<file path="src/rtl/cdfa_ram.sv">
// Generic single-port-write, single-port-read RAM with registered read data.
module cdfa_ram #(
    parameter int WIDTH = 8,
    parameter int DEPTH = 256
) (
    input  logic                     clk,
    input  logic                     we,
    input  logic [$clog2(DEPTH)-1:0] waddr,
    input  logic [WIDTH-1:0]         wdata,
    input  logic                     re,
    input  logic [$clog2(DEPTH)-1:0] raddr,
    output logic [WIDTH-1:0]         rdata
);

    logic [WIDTH-1:0] mem [DEPTH];
    logic [WIDTH-1:0] rdata_reg;

    // Write port
    always_ff @(posedge clk)
    begin
        if (we)
        begin
            mem[waddr] <= wdata;
        end
    end

    // Read port, data held until the next read
    always_ff @(posedge clk)
    begin
        if (re)
        begin
            rdata_reg <= mem[raddr];
        end
    end

    assign rdata = rdata_reg;

endmodule

</file>
<file path="config.mk">
export PLATFORM = sky130hd
export DESIGN_NAME = cdfa_ram
export DESIGN_NICKNAME = d
export VERILOG_FILES = /design/src/rtl/cdfa_ram.sv
export SDC_FILE = /design/constraint.sdc
export NUM_CORES = 2
export LEC_CHECK = 0
export BUFFER_PORTS_ARGS = -buffer_cell sky130_fd_sc_hd__clkbuf_2
export CELL_PAD_IN_SITES_DETAIL_PLACEMENT = 1
export CELL_PAD_IN_SITES_GLOBAL_PLACEMENT = 1
export CORE_MARGIN = 5
export CORE_UTILIZATION = 40
export DETAILED_ROUTE_END_ITERATION = 8
export GPL_ROUTABILITY_DRIVEN = 0
export PLACE_DENSITY = 0.6
export SLEW_MARGIN = 20
export SYNTH_ARGS = -nofsm -noshare
export SYNTH_HDL_FRONTEND = slang
export SYNTH_SLANG_ARGS = --single-unit
</file>
<file path="constraint.sdc">
create_clock -name clk -period 3.15 [get_ports clk]
set_input_delay 0.63 -clock clk [delete_from_list [all_inputs] [get_ports clk]]
set_output_delay 0.63 -clock clk [all_outputs]
set_load 0.01 [all_outputs]
</file>
# ---- Word-level counts from Yosys, hierarchy flattened
# Memories as Yosys holds them, arrays and structs flattened. A register that Yosys moved wholly into a read port is not among the register bits.
# Cells that the tools add are included.
dict set report totals {
  regBits 0
  latch_bits 0
  mem_bits_rw 2048
  rom_bits 0
  in_bits 27
  elab_cells 3
  memories 1
}
# memory words word_bits read_ports rd_clocked_by_memory_dff wr line_no
set mem_list {}
lappend mem_list {mem 256 8 1 1 1 15} ;# logic [WIDTH-1:0] mem [DEPTH];
dict set report classes {
  addsub 0
  mul 0
  div_mod_pow 0
  order_cmp 0
  n_eq_ne 0
  shifts 0
  muxes 2
  n_bitwise 0
  n_reduce_logical 0
}
# cell n
set ops {}
lappend ops {{2-to-1 mux 1 bit} 2}

# ---- Logic depth before layout (Yosys ltp)
dict set report depth {
  ltp_word 2
  depth_mapped 11
}

# ---- Least setup slack after synthesis
# No wires, ideal clock.
dict set report synth_timing {
  kind {input to register}
  from {input raddr[0]}
  to {register rdata_reg[2], in the netlist rdata[2] (read register of mem), data pin}
  setup_time_ns 0.269
  t_arrival_ns 2.437
  t_required_ns 2.881
  setup_slack_ns 0.444
  path_stages 9
  n_path_buf 4
  cell_sequence {buf_6 > buf_12 > buf_8 > buf_2 > mux4_2 > a22oi_1 > a21oi_1 > nor4_1 > nor4_2}
}
# element line_no
set synth_rtl {}
lappend synth_rtl {{start, declared} 11} ;# input logic [$clog2(DEPTH)-1:0] raddr,
lappend synth_rtl {{end, declared} 16} ;# logic [WIDTH-1:0] rdata_reg;

==> run metrics <==
IO buf count=34; Cell Count, Final, Fillers Out=7,194; Vias/cell=5.670; cts bufs inserted=212; Clock Path Buffers=3; hpwl dp=between 100,000 and 150,000 um; DRT Pass-1 Iters=5; crit-path max FO=21; routed len/inst=30.81 um; Tmin final=3.053 ns; fillers=around 18,000; Slew Limit Fails=0; Initial DRC Count=4,301; synth cell count leaders=2,056 x edfxtp_1, 454 x mux4_2, 282 x nor2_1; Final Power=roughly 57,000 uW; Area Growth Syn to Fin=18.18%; multi-input combinational cell area=0.01651 mm^2; PwrDens=608.3 mW/mm^2; cell taking the most area after synthesis=edfxtp_1; Synth Area in XOR/XNOR=0; fin area=about 0.094 mm^2; sequential cell area=around 0.062 mm^2; CTS tree=built; Syn Nets=3,760; Routed WL=221,700 um; sequential area share after synthesis=0.7753; die area=0.2081 mm^2; I/O pin total=35; Setup Viol. Count Final=0; Synth Cell Area=0.07964 mm^2; fmax=327.5 MHz; total grt overflow=0; via count=between 40,000 and 50,000; row count=163; startpoint types=primary input; Post-synth EDFFs=2,056; Worst EP arrival=3.61 ns; GRT Total Usage=0.2101; Final Cycle Share=0.9694; initial antenna violation count=14; Clock Latency Late Sink=0.85 ns; H-Tree Depth=4; Die Span Y=roughly 460 um; DP Area=0.08755 mm^2; total core area=0.1976 mm^2; Setup Crit Path Kind=in -> reg; crit-path cells=buf_8 -> buf_4 -> buf_12 -> buf_4 -> mux4_2 -> a22o_1 -> a221oi_1 -> o32ai_1 -> nor3_1 -> nor4_1; required time of the critical path=roughly 3.7 ns; drt drc=0; slew margin rel.=0.1701; Post-CTS Setup Bufs=0; largest net degree at the start of global routing=109; unrepaired setup endpoints after global routing=false; CP Capture Type=flop; simple-gate area share of the yosys netlist=0.02625; Die Width=456.2 um; Clock Skew=0.03220 ns; top cells by area, synth=edfxtp_1 78%, mux4_2 13%, mux2i_1 1.7%, nor2_1 1.3%, a22oi_1 1.3%; top-count cell post-synth=edfxtp_1; largest family of logic cells by synthesized area=multiplexers; vias in the first global route=42,590; Synth Area in Adders=0; CTS root buf=clkbuf_16; Final Hold Fails=0; Clock transition at path regs=0.06 ns; CP dominant cell by count=buf_4; YS warnings=0; CTS resizes=0; Initial Util=0.4030; Leakage=approximately 0.03 uW; synthesized flop and latch total=2,056; dpl cells=6,802; Top FF cell, synth=edfxtp_1; first-pass GRT wire length=317,900 um; Syn Area/Cell=21.33 um^2; Tightest Hold Check Type=in -> reg; setup TNS=0 ns; reg2reg setup slack=0.26 ns; Max stage delay on crit path=0.88 ns; Yosys top cell area share=0.7753; Max-Cap Viols=0; Compound-Gate Fraction of Synth Area=0.03416; status=complete, no violations; Max rail drop VDD=between 400 and 500 uV; Cells after Synth=3,733; synth unique cells=54; ys async rst share=0; DRT antenna net count=0; worst slew pin tran=1.233 ns; CP max stage cell=nor3_1; Largest register FFs=2,048; share of cells above drive strength 1=0.3154; # hold bufs at CTS=0; multiplexer share of the synthesized area=0.1460; Nets=about 4,400; clk sinks=2,056
cells in the final DEF (no fill, tap or decap), types with 22 or more instances in the layout:
| master | count |
|---|---|
| a21oi_1 | 96 |
| a22oi_1 | 133 |
| buf_12 | 80 |
| buf_4 | 550 |
| clkbuf_1 | 41 |
| clkbuf_16 | 214 |
| clkbuf_2 | 22 |
| clkinv_1 | 53 |
| clkinv_2 | 50 |
| edfxtp_1 | 2056 |
| mux2i_1 | 134 |
| mux4_2 | 454 |
| nand2_1 | 33 |
| nand3_1 | 29 |
| nor2_1 | 279 |
| nor2b_1 | 28 |
| nor3_1 | 22 |
| nor4_1 | 24 |
| o221ai_1 | 46 |
| o22ai_1 | 28 |
layout make-up:
class / instances / share of cell area
Inverter: 2 / 0.00007977
Clock buffer: 255 / 0.05854
Multi-Input combinational cell: 1442 / 0.1755
Tap cell: 2640 / 0.03510
Timing Repair Buffer: 662 / 0.06366
Clock inverter: 133 / 0.01105
Sequential cell: 2056 / 0.6560
Antenna cell: 4 / 0.0001064
through the flow:
| step | utilization | hold WS, ns | setup WS (ns) |
|---|---|---|---|
| 2_1_floorplan | - | 0.7289 | 0.4439 |
| 3_3_place_gp | 0.4430 | 1.061 | -0.9535 |
| 3_5_place_dp | 0.4430 | 1.066 | -0.7552 |
| 4_1_cts | 0.4762 | 0.1536 | 0.1612 |
| 5_1_grt | 0.4762 | 0.1618 | 0.02085 |
| 6_report | 0.4762 | 0.1970 | 0.09650 |
worst paths after layout:
path | end | cells after the start | start
max | rdata[3] | 10 | raddr[0]
min | mem[84][7] | 1 | wdata[7]
max reg2reg | rdata[6] | 5 | mem[235][6]
min reg2reg | rdata[3] | 7 | mem[40][3]
logic make-up (layout without fill, tap and decap cells):
kind of cell	Yosys count	after routing
flip-flops	2056	2056
multiplexers	591	591
AND/OR/NAND/NOR	466	466
AO/OA/AOI/OAI	385	385
buffers and inverters	235	1052
other	0	4
critical path, delay by kind of cell:
family,cells,cell delay (ns)
buffers and inverters,4,0.75
AND/OR/NAND/NOR,2,1.01
multiplexers,1,0.51
AO/OA/AOI/OAI,3,0.68
where the power goes:
| part | switching, uW | internal (uW) | leakage (uW) |
|---|---|---|---|
| Sequential | 47.1 | 30200 | 0.0185 |
| Clock | 10600 | 13200 | 0.00321 |
| Combinational | 1950 | 1250 | 0.00850 |
| Total | 12600 | 44600 | 0.0302 |
routing by layer:
metal | track usage | up-vias | share of wire
met5 | 0 | - | 0.000059
met4 | 0.04981 | 2 | 0.022
met3 | 0.02898 | 250 | 0.056
met2 | 0.3459 | 1274 | 0.49
met1 | 0.2995 | 22260 | 0.43
li1 | - | 17010 | -
Power figures use the tool's default switching activity.
