[config.mk]
export PLATFORM = sky130hd
export DESIGN_NAME = cdfa_seq
export DESIGN_NICKNAME = d
export VERILOG_FILES = /design/src/rtl/cdfa_pkg.sv /design/src/rtl/cdfa_seq.sv
export SDC_FILE = /design/constraint.sdc
export NUM_CORES = 1
export LEC_CHECK = 0
export BUFFER_PORTS_ARGS = -buffer_cell sky130_fd_sc_hd__buf_2
export CAP_MARGIN = 20
export CORE_MARGIN = 5
export CORE_UTILIZATION = 53
export DETAILED_ROUTE_END_ITERATION = 10
export PLACE_DENSITY = 0.79
export SYNTH_ARGS = -nofsm -noshare
export SYNTH_HDL_FRONTEND = slang
export SYNTH_SLANG_ARGS = --single-unit
[constraint.sdc]
create_clock -name clk -period 6.1 [get_ports clk]
set_input_delay 0.915 -clock clk [delete_from_list [all_inputs] [get_ports clk]]
set_output_delay 0.915 -clock clk [all_outputs]
set_load 0.1 [all_outputs]
[src/rtl/cdfa_pkg.sv]
// Package: sizes, codes and interface structs of the comb-table DFA scanner.
package cdfa_pkg;

    // Store sizes
    localparam int NUM_STATES  = 256;
    localparam int TABLE_DEPTH = 4096;
    localparam int LINE_DEPTH  = 256;

    // Field and word widths
    localparam int ADDR_W   = 12;
    localparam int VALUE_W  = 16;
    localparam int BASE_W   = 16;
    localparam int ENTRY_W  = 8;
    localparam int CHAR_W   = 16;
    localparam int ID_W     = 8;
    localparam int START_W  = 8;

    // Derived index widths
    localparam int STATE_AW = $clog2(NUM_STATES);
    localparam int TAB_AW   = $clog2(TABLE_DEPTH);
    localparam int LINE_AW  = $clog2(LINE_DEPTH);
    localparam int POS_W    = $clog2(LINE_DEPTH + 1);
    localparam int HOP_W    = $clog2(NUM_STATES + 1);
    localparam int ADD_W    = (BASE_W > CHAR_W) ? BASE_W : CHAR_W;

    localparam logic [CHAR_W-1:0] SPACE_CODE = CHAR_W'(32);

    // Input operation codes
    typedef enum logic [1:0] {
        OP_WR_TABLE = 2'd0,
        OP_WR_LINE  = 2'd1,
        OP_SET_POS  = 2'd2,
        OP_SCAN     = 2'd3
    } cdfa_op_t;

    // Table selectors
    typedef enum logic [2:0] {
        SEL_BASE    = 3'd0,
        SEL_CHECK   = 3'd1,
        SEL_NEXT    = 3'd2,
        SEL_DEFAULT = 3'd3,
        SEL_ACCEPT  = 3'd4
    } cdfa_sel_t;

    // Scan sequencer states
    typedef enum logic [2:0] {
        S_IDLE,
        S_SKIP_RD,
        S_SKIP_CHK,
        S_LOOK,
        S_ADDR,
        S_CHK,
        S_ACC,
        S_FIN
    } cdfa_state_t;

    // Sequencer read requests to the table memories
    typedef struct packed {
        logic                line_re;
        logic [LINE_AW-1:0]  line_addr;
        logic                state_re;
        logic [STATE_AW-1:0] state_addr;
        logic                tab_re;
        logic [TAB_AW-1:0]   tab_addr;
        logic                acc_re;
        logic [STATE_AW-1:0] acc_addr;
    } cdfa_rd_req_t;

    // Registered read data returned from the memories
    typedef struct packed {
        logic [CHAR_W-1:0]  line;
        logic [BASE_W-1:0]  base;
        logic [ENTRY_W-1:0] check;
        logic [ENTRY_W-1:0] nxt;
        logic [ENTRY_W-1:0] dflt;
        logic [ENTRY_W-1:0] acc;
    } cdfa_rd_data_t;

    // One scan result
    typedef struct packed {
        logic               found;
        logic [ID_W-1:0]    id;
        logic [START_W-1:0] start;
        logic [POS_W-1:0]   length;
        logic [POS_W-1:0]   resume;
    } cdfa_result_t;

endpackage

[src/rtl/cdfa_seq.sv]
// Scan sequencer: space skip and DFA walk around one shared adder.
module cdfa_seq (
    input  logic                            clk,
    input  logic                            rst_n,
    input  logic                            scan_start,
    input  logic                            pos_we,
    input  logic [cdfa_pkg::VALUE_W-1:0]    pos_value,
    input  cdfa_pkg::cdfa_rd_data_t         rd,
    input  logic                            res_ack,
    output logic                            idle,
    output cdfa_pkg::cdfa_rd_req_t          req,
    output logic                            res_valid,
    output cdfa_pkg::cdfa_result_t          res
);

    localparam int PW  = cdfa_pkg::POS_W;
    localparam int SW  = cdfa_pkg::STATE_AW;
    localparam int AW  = cdfa_pkg::ADD_W;
    localparam int HW  = cdfa_pkg::HOP_W;

    cdfa_pkg::cdfa_state_t state_reg, state_next;
    logic [PW-1:0]  pos_reg, pos_next;
    logic [PW-1:0]  start_reg, start_next;
    logic [PW-1:0]  last_reg, last_next;
    logic [PW-1:0]  scan_pos_reg, scan_pos_next;
    logic [SW-1:0]  st_reg, st_next;
    logic [HW-1:0]  hops_reg, hops_next;
    logic [cdfa_pkg::ID_W-1:0] id_reg, id_next;
    logic           found_reg, found_next;
    logic           inrange_reg, inrange_next;
    cdfa_pkg::cdfa_result_t res_reg, res_next;

    logic [AW-1:0]  add_a;
    logic [AW-1:0]  add_b;
    logic [AW:0]    add_sum;
    logic           pos_in_line;
    logic           hit;

    // Shared adder: position step, base + char, start + 1
    always_comb
    begin
        add_b = AW'(1);
        unique case (state_reg)
            cdfa_pkg::S_ADDR:
            begin
                add_a = AW'(rd.base);
                add_b = AW'(rd.line);
            end
            cdfa_pkg::S_FIN:
            begin
                add_a = AW'(start_reg);
            end
            default:
            begin
                add_a = AW'(pos_reg);
            end
        endcase
    end

    assign add_sum     = {1'b0, add_a} + {1'b0, add_b};
    assign pos_in_line = pos_reg < PW'(cdfa_pkg::LINE_DEPTH);
    assign hit         = inrange_reg && (rd.check == st_reg);

    // Sequencer state and datapath registers
    always_ff @(posedge clk or negedge rst_n)
    begin
        if (!rst_n)
        begin
            state_reg    <= cdfa_pkg::S_IDLE;
            scan_pos_reg <= '0;
        end
        else
        begin
            state_reg    <= state_next;
            scan_pos_reg <= scan_pos_next;
        end
    end

    always_ff @(posedge clk)
    begin
        pos_reg     <= pos_next;
        start_reg   <= start_next;
        last_reg    <= last_next;
        st_reg      <= st_next;
        hops_reg    <= hops_next;
        id_reg      <= id_next;
        found_reg   <= found_next;
        inrange_reg <= inrange_next;
        res_reg     <= res_next;
    end

    // Next state, read requests and datapath updates
    always_comb
    begin
        state_next    = state_reg;
        pos_next      = pos_reg;
        start_next    = start_reg;
        last_next     = last_reg;
        scan_pos_next = scan_pos_reg;
        st_next       = st_reg;
        hops_next     = hops_reg;
        id_next       = id_reg;
        found_next    = found_reg;
        inrange_next  = inrange_reg;
        res_next      = res_reg;
        req           = '0;
        res_valid     = 1'b0;

        unique case (state_reg)
            cdfa_pkg::S_IDLE:
            begin
                if (pos_we)
                begin
                    if ({1'b0, pos_value} > (cdfa_pkg::VALUE_W + 1)'(cdfa_pkg::LINE_DEPTH))
                    begin
                        scan_pos_next = PW'(cdfa_pkg::LINE_DEPTH);
                    end
                    else
                    begin
                        scan_pos_next = pos_value[PW-1:0];
                    end
                end
                if (scan_start)
                begin
                    pos_next   = scan_pos_reg;
                    state_next = cdfa_pkg::S_SKIP_RD;
                end
            end

            cdfa_pkg::S_SKIP_RD:
            begin
                if (pos_in_line)
                begin
                    req.line_re   = 1'b1;
                    req.line_addr = pos_reg[cdfa_pkg::LINE_AW-1:0];
                    state_next    = cdfa_pkg::S_SKIP_CHK;
                end
                else
                begin
                    start_next = pos_reg;
                    last_next  = pos_reg;
                    st_next    = SW'(1);
                    hops_next  = '0;
                    id_next    = '0;
                    found_next = 1'b0;
                    state_next = cdfa_pkg::S_LOOK;
                end
            end

            cdfa_pkg::S_SKIP_CHK:
            begin
                if (rd.line == cdfa_pkg::SPACE_CODE)
                begin
                    pos_next   = add_sum[PW-1:0];
                    state_next = cdfa_pkg::S_SKIP_RD;
                end
                else
                begin
                    start_next = pos_reg;
                    last_next  = pos_reg;
                    st_next    = SW'(1);
                    hops_next  = '0;
                    id_next    = '0;
                    found_next = 1'b0;
                    state_next = cdfa_pkg::S_LOOK;
                end
            end

            // Fetch the character and this state's base and default
            cdfa_pkg::S_LOOK:
            begin
                req.line_re    = 1'b1;
                req.line_addr  = pos_reg[cdfa_pkg::LINE_AW-1:0];
                req.state_re   = 1'b1;
                req.state_addr = st_reg;
                state_next     = cdfa_pkg::S_ADDR;
            end

            // base + char; fetch check and next at that slot
            cdfa_pkg::S_ADDR:
            begin
                inrange_next = pos_in_line &&
                               (add_sum < (AW + 1)'(cdfa_pkg::TABLE_DEPTH));
                req.tab_re   = 1'b1;
                req.tab_addr = add_sum[cdfa_pkg::TAB_AW-1:0];
                state_next   = cdfa_pkg::S_CHK;
            end

            // Transition on check match, else default hop, else stop
            cdfa_pkg::S_CHK:
            begin
                if (hit)
                begin
                    st_next      = rd.nxt;
                    req.acc_re   = 1'b1;
                    req.acc_addr = rd.nxt;
                    state_next   = cdfa_pkg::S_ACC;
                end
                else if ((rd.dflt != '0) && (hops_reg < HW'(cdfa_pkg::NUM_STATES)))
                begin
                    st_next    = rd.dflt;
                    hops_next  = hops_reg + HW'(1);
                    state_next = cdfa_pkg::S_LOOK;
                end
                else
                begin
                    state_next = cdfa_pkg::S_FIN;
                end
            end

            // Record an accepting state and consume the character
            cdfa_pkg::S_ACC:
            begin
                if (rd.acc != '0)
                begin
                    id_next    = rd.acc;
                    found_next = 1'b1;
                    last_next  = pos_reg;
                end
                pos_next   = add_sum[PW-1:0];
                hops_next  = '0;
                state_next = cdfa_pkg::S_LOOK;
            end

            // Hold the result until the output stage takes it
            cdfa_pkg::S_FIN:
            begin
                res_valid         = 1'b1;
                res_next.found    = found_reg;
                res_next.id       = id_reg;
                res_next.start    = start_reg[cdfa_pkg::START_W-1:0];
                res_next.length   = last_reg - start_reg + PW'(1);
                if (found_reg)
                begin
                    res_next.resume = pos_reg;
                end
                else if (add_sum > (AW + 1)'(cdfa_pkg::LINE_DEPTH))
                begin
                    res_next.resume = PW'(cdfa_pkg::LINE_DEPTH);
                end
                else
                begin
                    res_next.resume = add_sum[PW-1:0];
                end
                if (res_ack)
                begin
                    scan_pos_next = res_next.resume;
                    state_next    = cdfa_pkg::S_IDLE;
                end
            end

            default:
            begin
                state_next = cdfa_pkg::S_IDLE;
            end
        endcase
    end

    assign idle = (state_reg == cdfa_pkg::S_IDLE);
    assign res  = res_next;

endmodule

After elaboration in Yosys (flattened, before gate mapping)
Index checks and enable logic that the tools add are counted.
{"block": "totals", "reg_bits": 101, "latchBits": 0, "ramBits": 0, "mem_bits_ro": 0, "in_bits": 85, "output_inout_bits": 77, "elab_cells": 111, "memories": 0}
{"block": "classes", "addsub": 4, "multipliers": 0, "div": 0, "n_lt_le_gt_ge": 5, "eq_ne": 19, "shift": 0, "muxes": 49, "bitwise_logic": 0, "n_reduce_logical": 19}
{"cell": "2-to-1 mux 9 bit", "n": 18}
{"cell": "2-to-1 mux 8 bit", "n": 7}
{"cell": "one-hot mux 9 bit (2 select lines)", "n": 3}
{"cell": "one-hot mux 9 bit (3 select lines)", "n": 2}
{"cell": "one-hot mux 8 bit (3 select lines)", "n": 2}
{"cell": "one-hot mux 9 bit (4 select lines)", "n": 1}
{"cell": "2-to-1 mux 35 bit", "n": 1}
{"cell": "one-hot mux 16 bit (2 select lines)", "n": 1}
{"cell": "one-hot mux 3 bit (8 select lines)", "n": 1}
{"cell": "adder 9 x 1 -> 9 bit, second input constant", "n": 2}
{"cell": "< comparator 9 bit, second input constant", "n": 2}
{"cell": "inequality test 2 bit, second input constant", "n": 9}
{"cell": "adder 16 x 16 -> 17 bit", "n": 1}
{"cell": "> comparator 17 x 9 -> 1 bit, second input constant", "n": 1}
{"cell": "< comparator 17 x 13 -> 1 bit, second input constant", "n": 1}
{"cell": "== test 16 x 6 -> 1 bit, second input constant", "n": 1}
{"cell": "> comparator 16 x 9 -> 1 bit, second input constant", "n": 1}
{"cell": "2-to-1 mux 16 bit", "n": 1}
{"cell": "nonzero test 8 bit", "n": 2}
{"cell": "2-to-1 mux 13 bit", "n": 1}
{"cell": "== test 3 bit, second input constant", "n": 4}
{"cell": "2-to-1 mux 3 bit", "n": 4}
{"cell": "AND reduction 3 bit", "n": 3}
{"cell": "nonzero test 3 bit", "n": 3}
{"cell": "15 further kinds", "n": 24}

Depth between registers and ports, before layout
{"block": "depth", "depth_word": 8, "ltp_mapped": 16, "depth_no_buf": 16}

Worst setup path after synthesis
OpenSTA, ideal clock, no wires.
{"block": "synth_path", "path_kind": "reg2out", "start": "register state_reg[0]", "end": "output res[0] in the netlist's numbering", "arrival_time_ns": 5.638, "required_ns": 5.185, "slack_ns": -0.453, "stages_incl_launch_ff": 16, "n_path_buf": 1, "path_cell_list": "dfrtp_1 > inv_1 > ha_1 > nand2_1 > clkinv_1 > clkbuf_1 > a22oi_1 > nand2_1 > ha_1 > a21o_1 > a221o_2 > a31oi_2 > o21ai_0 > a221oi_4 > nand3_1 > o21ai_1"}
{"item": "start: declaration", "line_no": "cdfa_seq.sv:21", "rtl": "cdfa_pkg::cdfa_state_t state_reg, state_next;"}
{"item": "start signal: assignment", "line_no": "cdfa_seq.sv:69", "rtl": "state_reg <= cdfa_pkg::S_IDLE;"}
{"item": "start signal: assignment", "line_no": "cdfa_seq.sv:74", "rtl": "state_reg <= state_next;"}
{"item": "end: declaration", "line_no": "cdfa_seq.sv:13", "rtl": "output cdfa_pkg::cdfa_result_t res"}

==> key figures <==
GRT
  – Grt total ovfl: 0
  – Global-route wire length before repair: 27.0 mm
  – Number of antenna violations at the first check in global routing: 0
  – Maximum number of pins on one net before global-route repair: 55
  – GRT Util Overall: 0.255
  – Vias in the first global route: 5339

STA
  – Final-report max-slew violation count: 0
  – Maximum clock rate: 176 MHz
  – RSZ-0062 raised after global routing: no
  – Worst-Margin Slew: 1.12 ns
  – Worst relative slew slack: 0.253
  – Min cycle time layout: 5.69 ns
  – Final clock period utilization by the worst path: 0.933
  – Worst-case setup margin in the final layout: a little over 0.4 ns
  – Worst Skew: slightly below 0.009 ns
  – Hold violation count in the final report: 0
  – Total of endpoints with negative setup slack in the final report: 0

Drt
  – First-pass detailed-route iteration total: 5
  – Number of vias per cell: about 5.8
  – Starting DRC count in detailed routing: 526
  – DRC violations left: 0
  – Routed wire length: roughly 17 mm
  – Vias: between 5000 and 6000
  – Antenna-violating nets left: 0
  – Mean routed wirelength per cell: 18.3 um

Logic synthesis
  – Share of synthesized area occupied by flip-flops and latches: 0.436
  – Number of distinct library cells after synthesis: 59
  – Synthesized flop and latch total: 101
  – Area share of the leading cell type in the synthesized netlist: 0.270
  – Instance count of the mapped netlist: 639
  – Count of yosys warnings during synthesis: 0
  – Library cell occupying the most area in the post-synthesis netlist: sky130_fd_sc_hd__edfxtp_1
  – Number of nets produced by synthesis: 763
  – Post-Synthesis Cell Area: between 0.006 and 0.007 mm^2
  – Share of async-settable or async-resettable flops after synthesis: 0.119
  – Most used flip-flop cell after synthesis: sky130_fd_sc_hd__edfxtp_1
  – Mean instance size in the synthesized netlist: 9.41 um^2
  – Post-synth EDFFs: 54
  – Synth top area cells: sky130_fd_sc_hd__edfxtp_1 (27%), sky130_fd_sc_hd__dfxtp_1 (12%), sky130_fd_sc_hd__ha_1 (7.7%), sky130_fd_sc_hd__nand2_1 (5.6%), sky130_fd_sc_hd__dfrtp_1 (5.0%)

Floorplan
  – Y dimension of the die: 117 um
  – Die area: 0.0136 mm^2
  – I/O pin total: 162
  – Die Width: 117 um
  – Core footprint: 0.0113 mm^2
  – Starting Density: 0.534
  – Site row count: 39

CTS
  – Number of CTS-inserted buffers: 9
  – H-Tree Depth: 3
  – Clk_lat worst skew: between 0.3 and 0.4 ns
  – Sink count of the clock tree: 101
  – Clock transition time at the flip-flop clock pins of the worst setup and hold paths: approximately 0.060 ns
  – Hold-fix buffers, CTS: 0
  – Cts repair resizes: 0
  – Number of buffers inserted to repair setup after CTS: 0
  – Bufs on Longest Clock Path: 2
  – Clock tree from TritonCTS: built
  – Cell chosen for the clock root: sky130_fd_sc_hd__clkbuf_16

Critical path
  – Critical Path Max Stage Delay: around 0.54 ns
  – Endpoint arrival time on the critical path: 4.77 ns
  – Most common cell on crit path: sky130_fd_sc_hd__nand2_1
  – Start-to-end type of the worst setup path: flop to output pin
  – WP data required: 5.18 ns
  – Nature of the critical path endpoint: output pin
  – Ordered list of cells on the worst path: ha_1 -> nand2_1 -> inv_1 -> nor2_1 -> nand2_1 -> nand2_1 -> ha_1 -> fa_1 -> a21o_1 -> a221o_2 -> a31oi_2 -> o21ai_0 -> a221oi_4 -> nand3_1 -> a21o_1 -> buf_2
  – CP bufs+invs: 2
  – Critical Path Fanout Max: 11
  – Critical path's slowest cell: sky130_fd_sc_hd__a221oi_4
  – Crit start category: flop
  – Kind of cell with the highest combined delay on the critical path: compound AO/OA/AOI/OAI gates

Placed design
  – Routability cong.: 0.966
  – Detail Placement HPWL: 13.4 mm
  – Buffers on Ports: 161
  – Post-placement setup slack: between 0.8 and 0.9 ns

Layout
  – Leading cell type in the layout, fill and taps excluded: sky130_fd_sc_hd__buf_2
  – Final Net Count: 916
  – Number of antenna cells inserted: 0
  – Area growth from synthesis to layout: 23.7%
  – Fraction of final layout cells sized beyond drive strength 1: 0.248
  – Max reg flops: 35
  – Commonest cells after routing, fill and taps aside: sky130_fd_sc_hd__buf_2 (148), sky130_fd_sc_hd__nand2_1 (89), sky130_fd_sc_hd__edfxtp_1 (54)

Worst hold path
  – Min-delay worst type: flop to flop

Outcome
  – Run status: complete, no violations

Run
  – Max_cap viols: 0
[layout make-up]
type,count,area (um^2)
multi-input cells,484,3190
repair buffers,171,1080
well taps,143,179
flip-flops and latches,101,2620
clock buffers,12,246
clock inverters,4,32.5
fillers,866,3830
inverters,25,93.8
[worst paths after layout]
check | from | to | slack (ns) | cells past startpoint
max | state_reg[0]$_DFFE_PN0P_ | res[8] | 0.41 | 16
min | res_reg[27]$_DFF_P_ | res_reg[27]$_DFF_P_ | 0.44 | 2
max reg2reg | state_reg[0]$_DFFE_PN0P_ | res_reg[1]$_DFF_P_ | 1.82 | 15
min reg2reg | res_reg[27]$_DFF_P_ | res_reg[27]$_DFF_P_ | 0.44 | 2
max in group asynchronous | rst_n | state_reg[0]$_DFFE_PN0P_ | 5.39 | 1
min in group asynchronous | rst_n | scan_pos_reg[5]$_DFFE_PN0P_ | 0.46 | 1
[per-stage QoR]
step / TNS (ns) / std cells / instance area [um^2] / hold WS (ns) / utilization
floorplan: -0.906 / 639 / 6020 / 0.491 / -
global placement: 0 / 924 / 7160 / 0.428 / 0.635
detailed placement: 0 / 924 / 7160 / 0.430 / 0.635
CTS: 0 / 940 / 7440 / 0.447 / 0.660
global route: 0 / 940 / 7440 / 0.459 / 0.660
finish: 0 / 940 / 7440 / 0.443 / 0.660
[synthesized netlist by cell type, types with 2 or more instances]
library cell and number:
sky130_fd_sc_hd__o21a_1 2, sky130_fd_sc_hd__o22ai_1 5, sky130_fd_sc_hd__nand4_1 9, sky130_fd_sc_hd__nor2_1 44, sky130_fd_sc_hd__o21ai_0 25, sky130_fd_sc_hd__a211oi_1 4, sky130_fd_sc_hd__nor2b_1 8, sky130_fd_sc_hd__xnor2_1 19
sky130_fd_sc_hd__nor4_1 10, sky130_fd_sc_hd__o21bai_1 2, sky130_fd_sc_hd__nand3_1 10, sky130_fd_sc_hd__dfrtp_1 12, sky130_fd_sc_hd__nand2_1 89, sky130_fd_sc_hd__buf_1 2, sky130_fd_sc_hd__ha_1 37, sky130_fd_sc_hd__a221oi_1 8
sky130_fd_sc_hd__dfxtp_1 35, sky130_fd_sc_hd__xor2_1 13, sky130_fd_sc_hd__nor3_1 8, sky130_fd_sc_hd__inv_1 24, sky130_fd_sc_hd__or3_1 3, sky130_fd_sc_hd__a21o_1 23, sky130_fd_sc_hd__nand4b_1 2, sky130_fd_sc_hd__buf_2 2
sky130_fd_sc_hd__edfxtp_1 54, sky130_fd_sc_hd__a22oi_1 21, sky130_fd_sc_hd__o21ai_1 2, sky130_fd_sc_hd__o211ai_1 4, sky130_fd_sc_hd__clkbuf_1 24, sky130_fd_sc_hd__a21oi_1 25, sky130_fd_sc_hd__nor4b_1 3, sky130_fd_sc_hd__fa_1 2
sky130_fd_sc_hd__and2_1 28, sky130_fd_sc_hd__nand2b_1 2, sky130_fd_sc_hd__mux2_2 5, sky130_fd_sc_hd__a31oi_1 3, sky130_fd_sc_hd__a22o_1 2, sky130_fd_sc_hd__or4_1 2, sky130_fd_sc_hd__and3_1 39, sky130_fd_sc_hd__mux2i_1 8
[cells by family (layout without fill, tap and decap cells)]
group / after synthesis / in the layout / share of synthesized area
flip-flops: 101 / 101 / 0.436
AND/OR/NAND/NOR: 266 / 266 / 0.225
multiplexers: 13 / 13 / 0.0227
AO/OA/AOI/OAI: 134 / 134 / 0.152
adder cells (fa/ha/maj): 39 / 39 / 0.0836
buffers and inverters: 54 / 212 / 0.0343
XOR/XNOR: 32 / 32 / 0.0466
[worst reg2reg max path, cell delays in order, from the launching register on]
cell	delay, ns
sky130_fd_sc_hd__dfrtp_1	0.40
sky130_fd_sc_hd__ha_1	0.25
sky130_fd_sc_hd__nand2_1	0.09
sky130_fd_sc_hd__inv_1	0.30
sky130_fd_sc_hd__nor2_1	0.20
sky130_fd_sc_hd__nand2_1	0.10
sky130_fd_sc_hd__nand2_1	0.05
sky130_fd_sc_hd__ha_1	0.24
sky130_fd_sc_hd__fa_1	0.41
sky130_fd_sc_hd__a21o_1	0.22
sky130_fd_sc_hd__a221o_2	0.42
sky130_fd_sc_hd__a31oi_2	0.27
sky130_fd_sc_hd__o21ai_0	0.18
sky130_fd_sc_hd__a221oi_4	0.54
sky130_fd_sc_hd__nand3_1	0.18
sky130_fd_sc_hd__o21ai_1	0.31
[metal layers]
| layer | global-route usage | part of all wire |
|---|---|---|
| met4 | 0.0787 | 0.017 |
| met2 | 0.422 | 0.49 |
| met3 | 0.0477 | 0.076 |
| met5 | 0 | 0 |
| met1 | 0.342 | 0.42 |
Power is left out: the tool's default activity adds up to more than one toggle a clock period on the data nets, which glitch-free logic cannot reach.
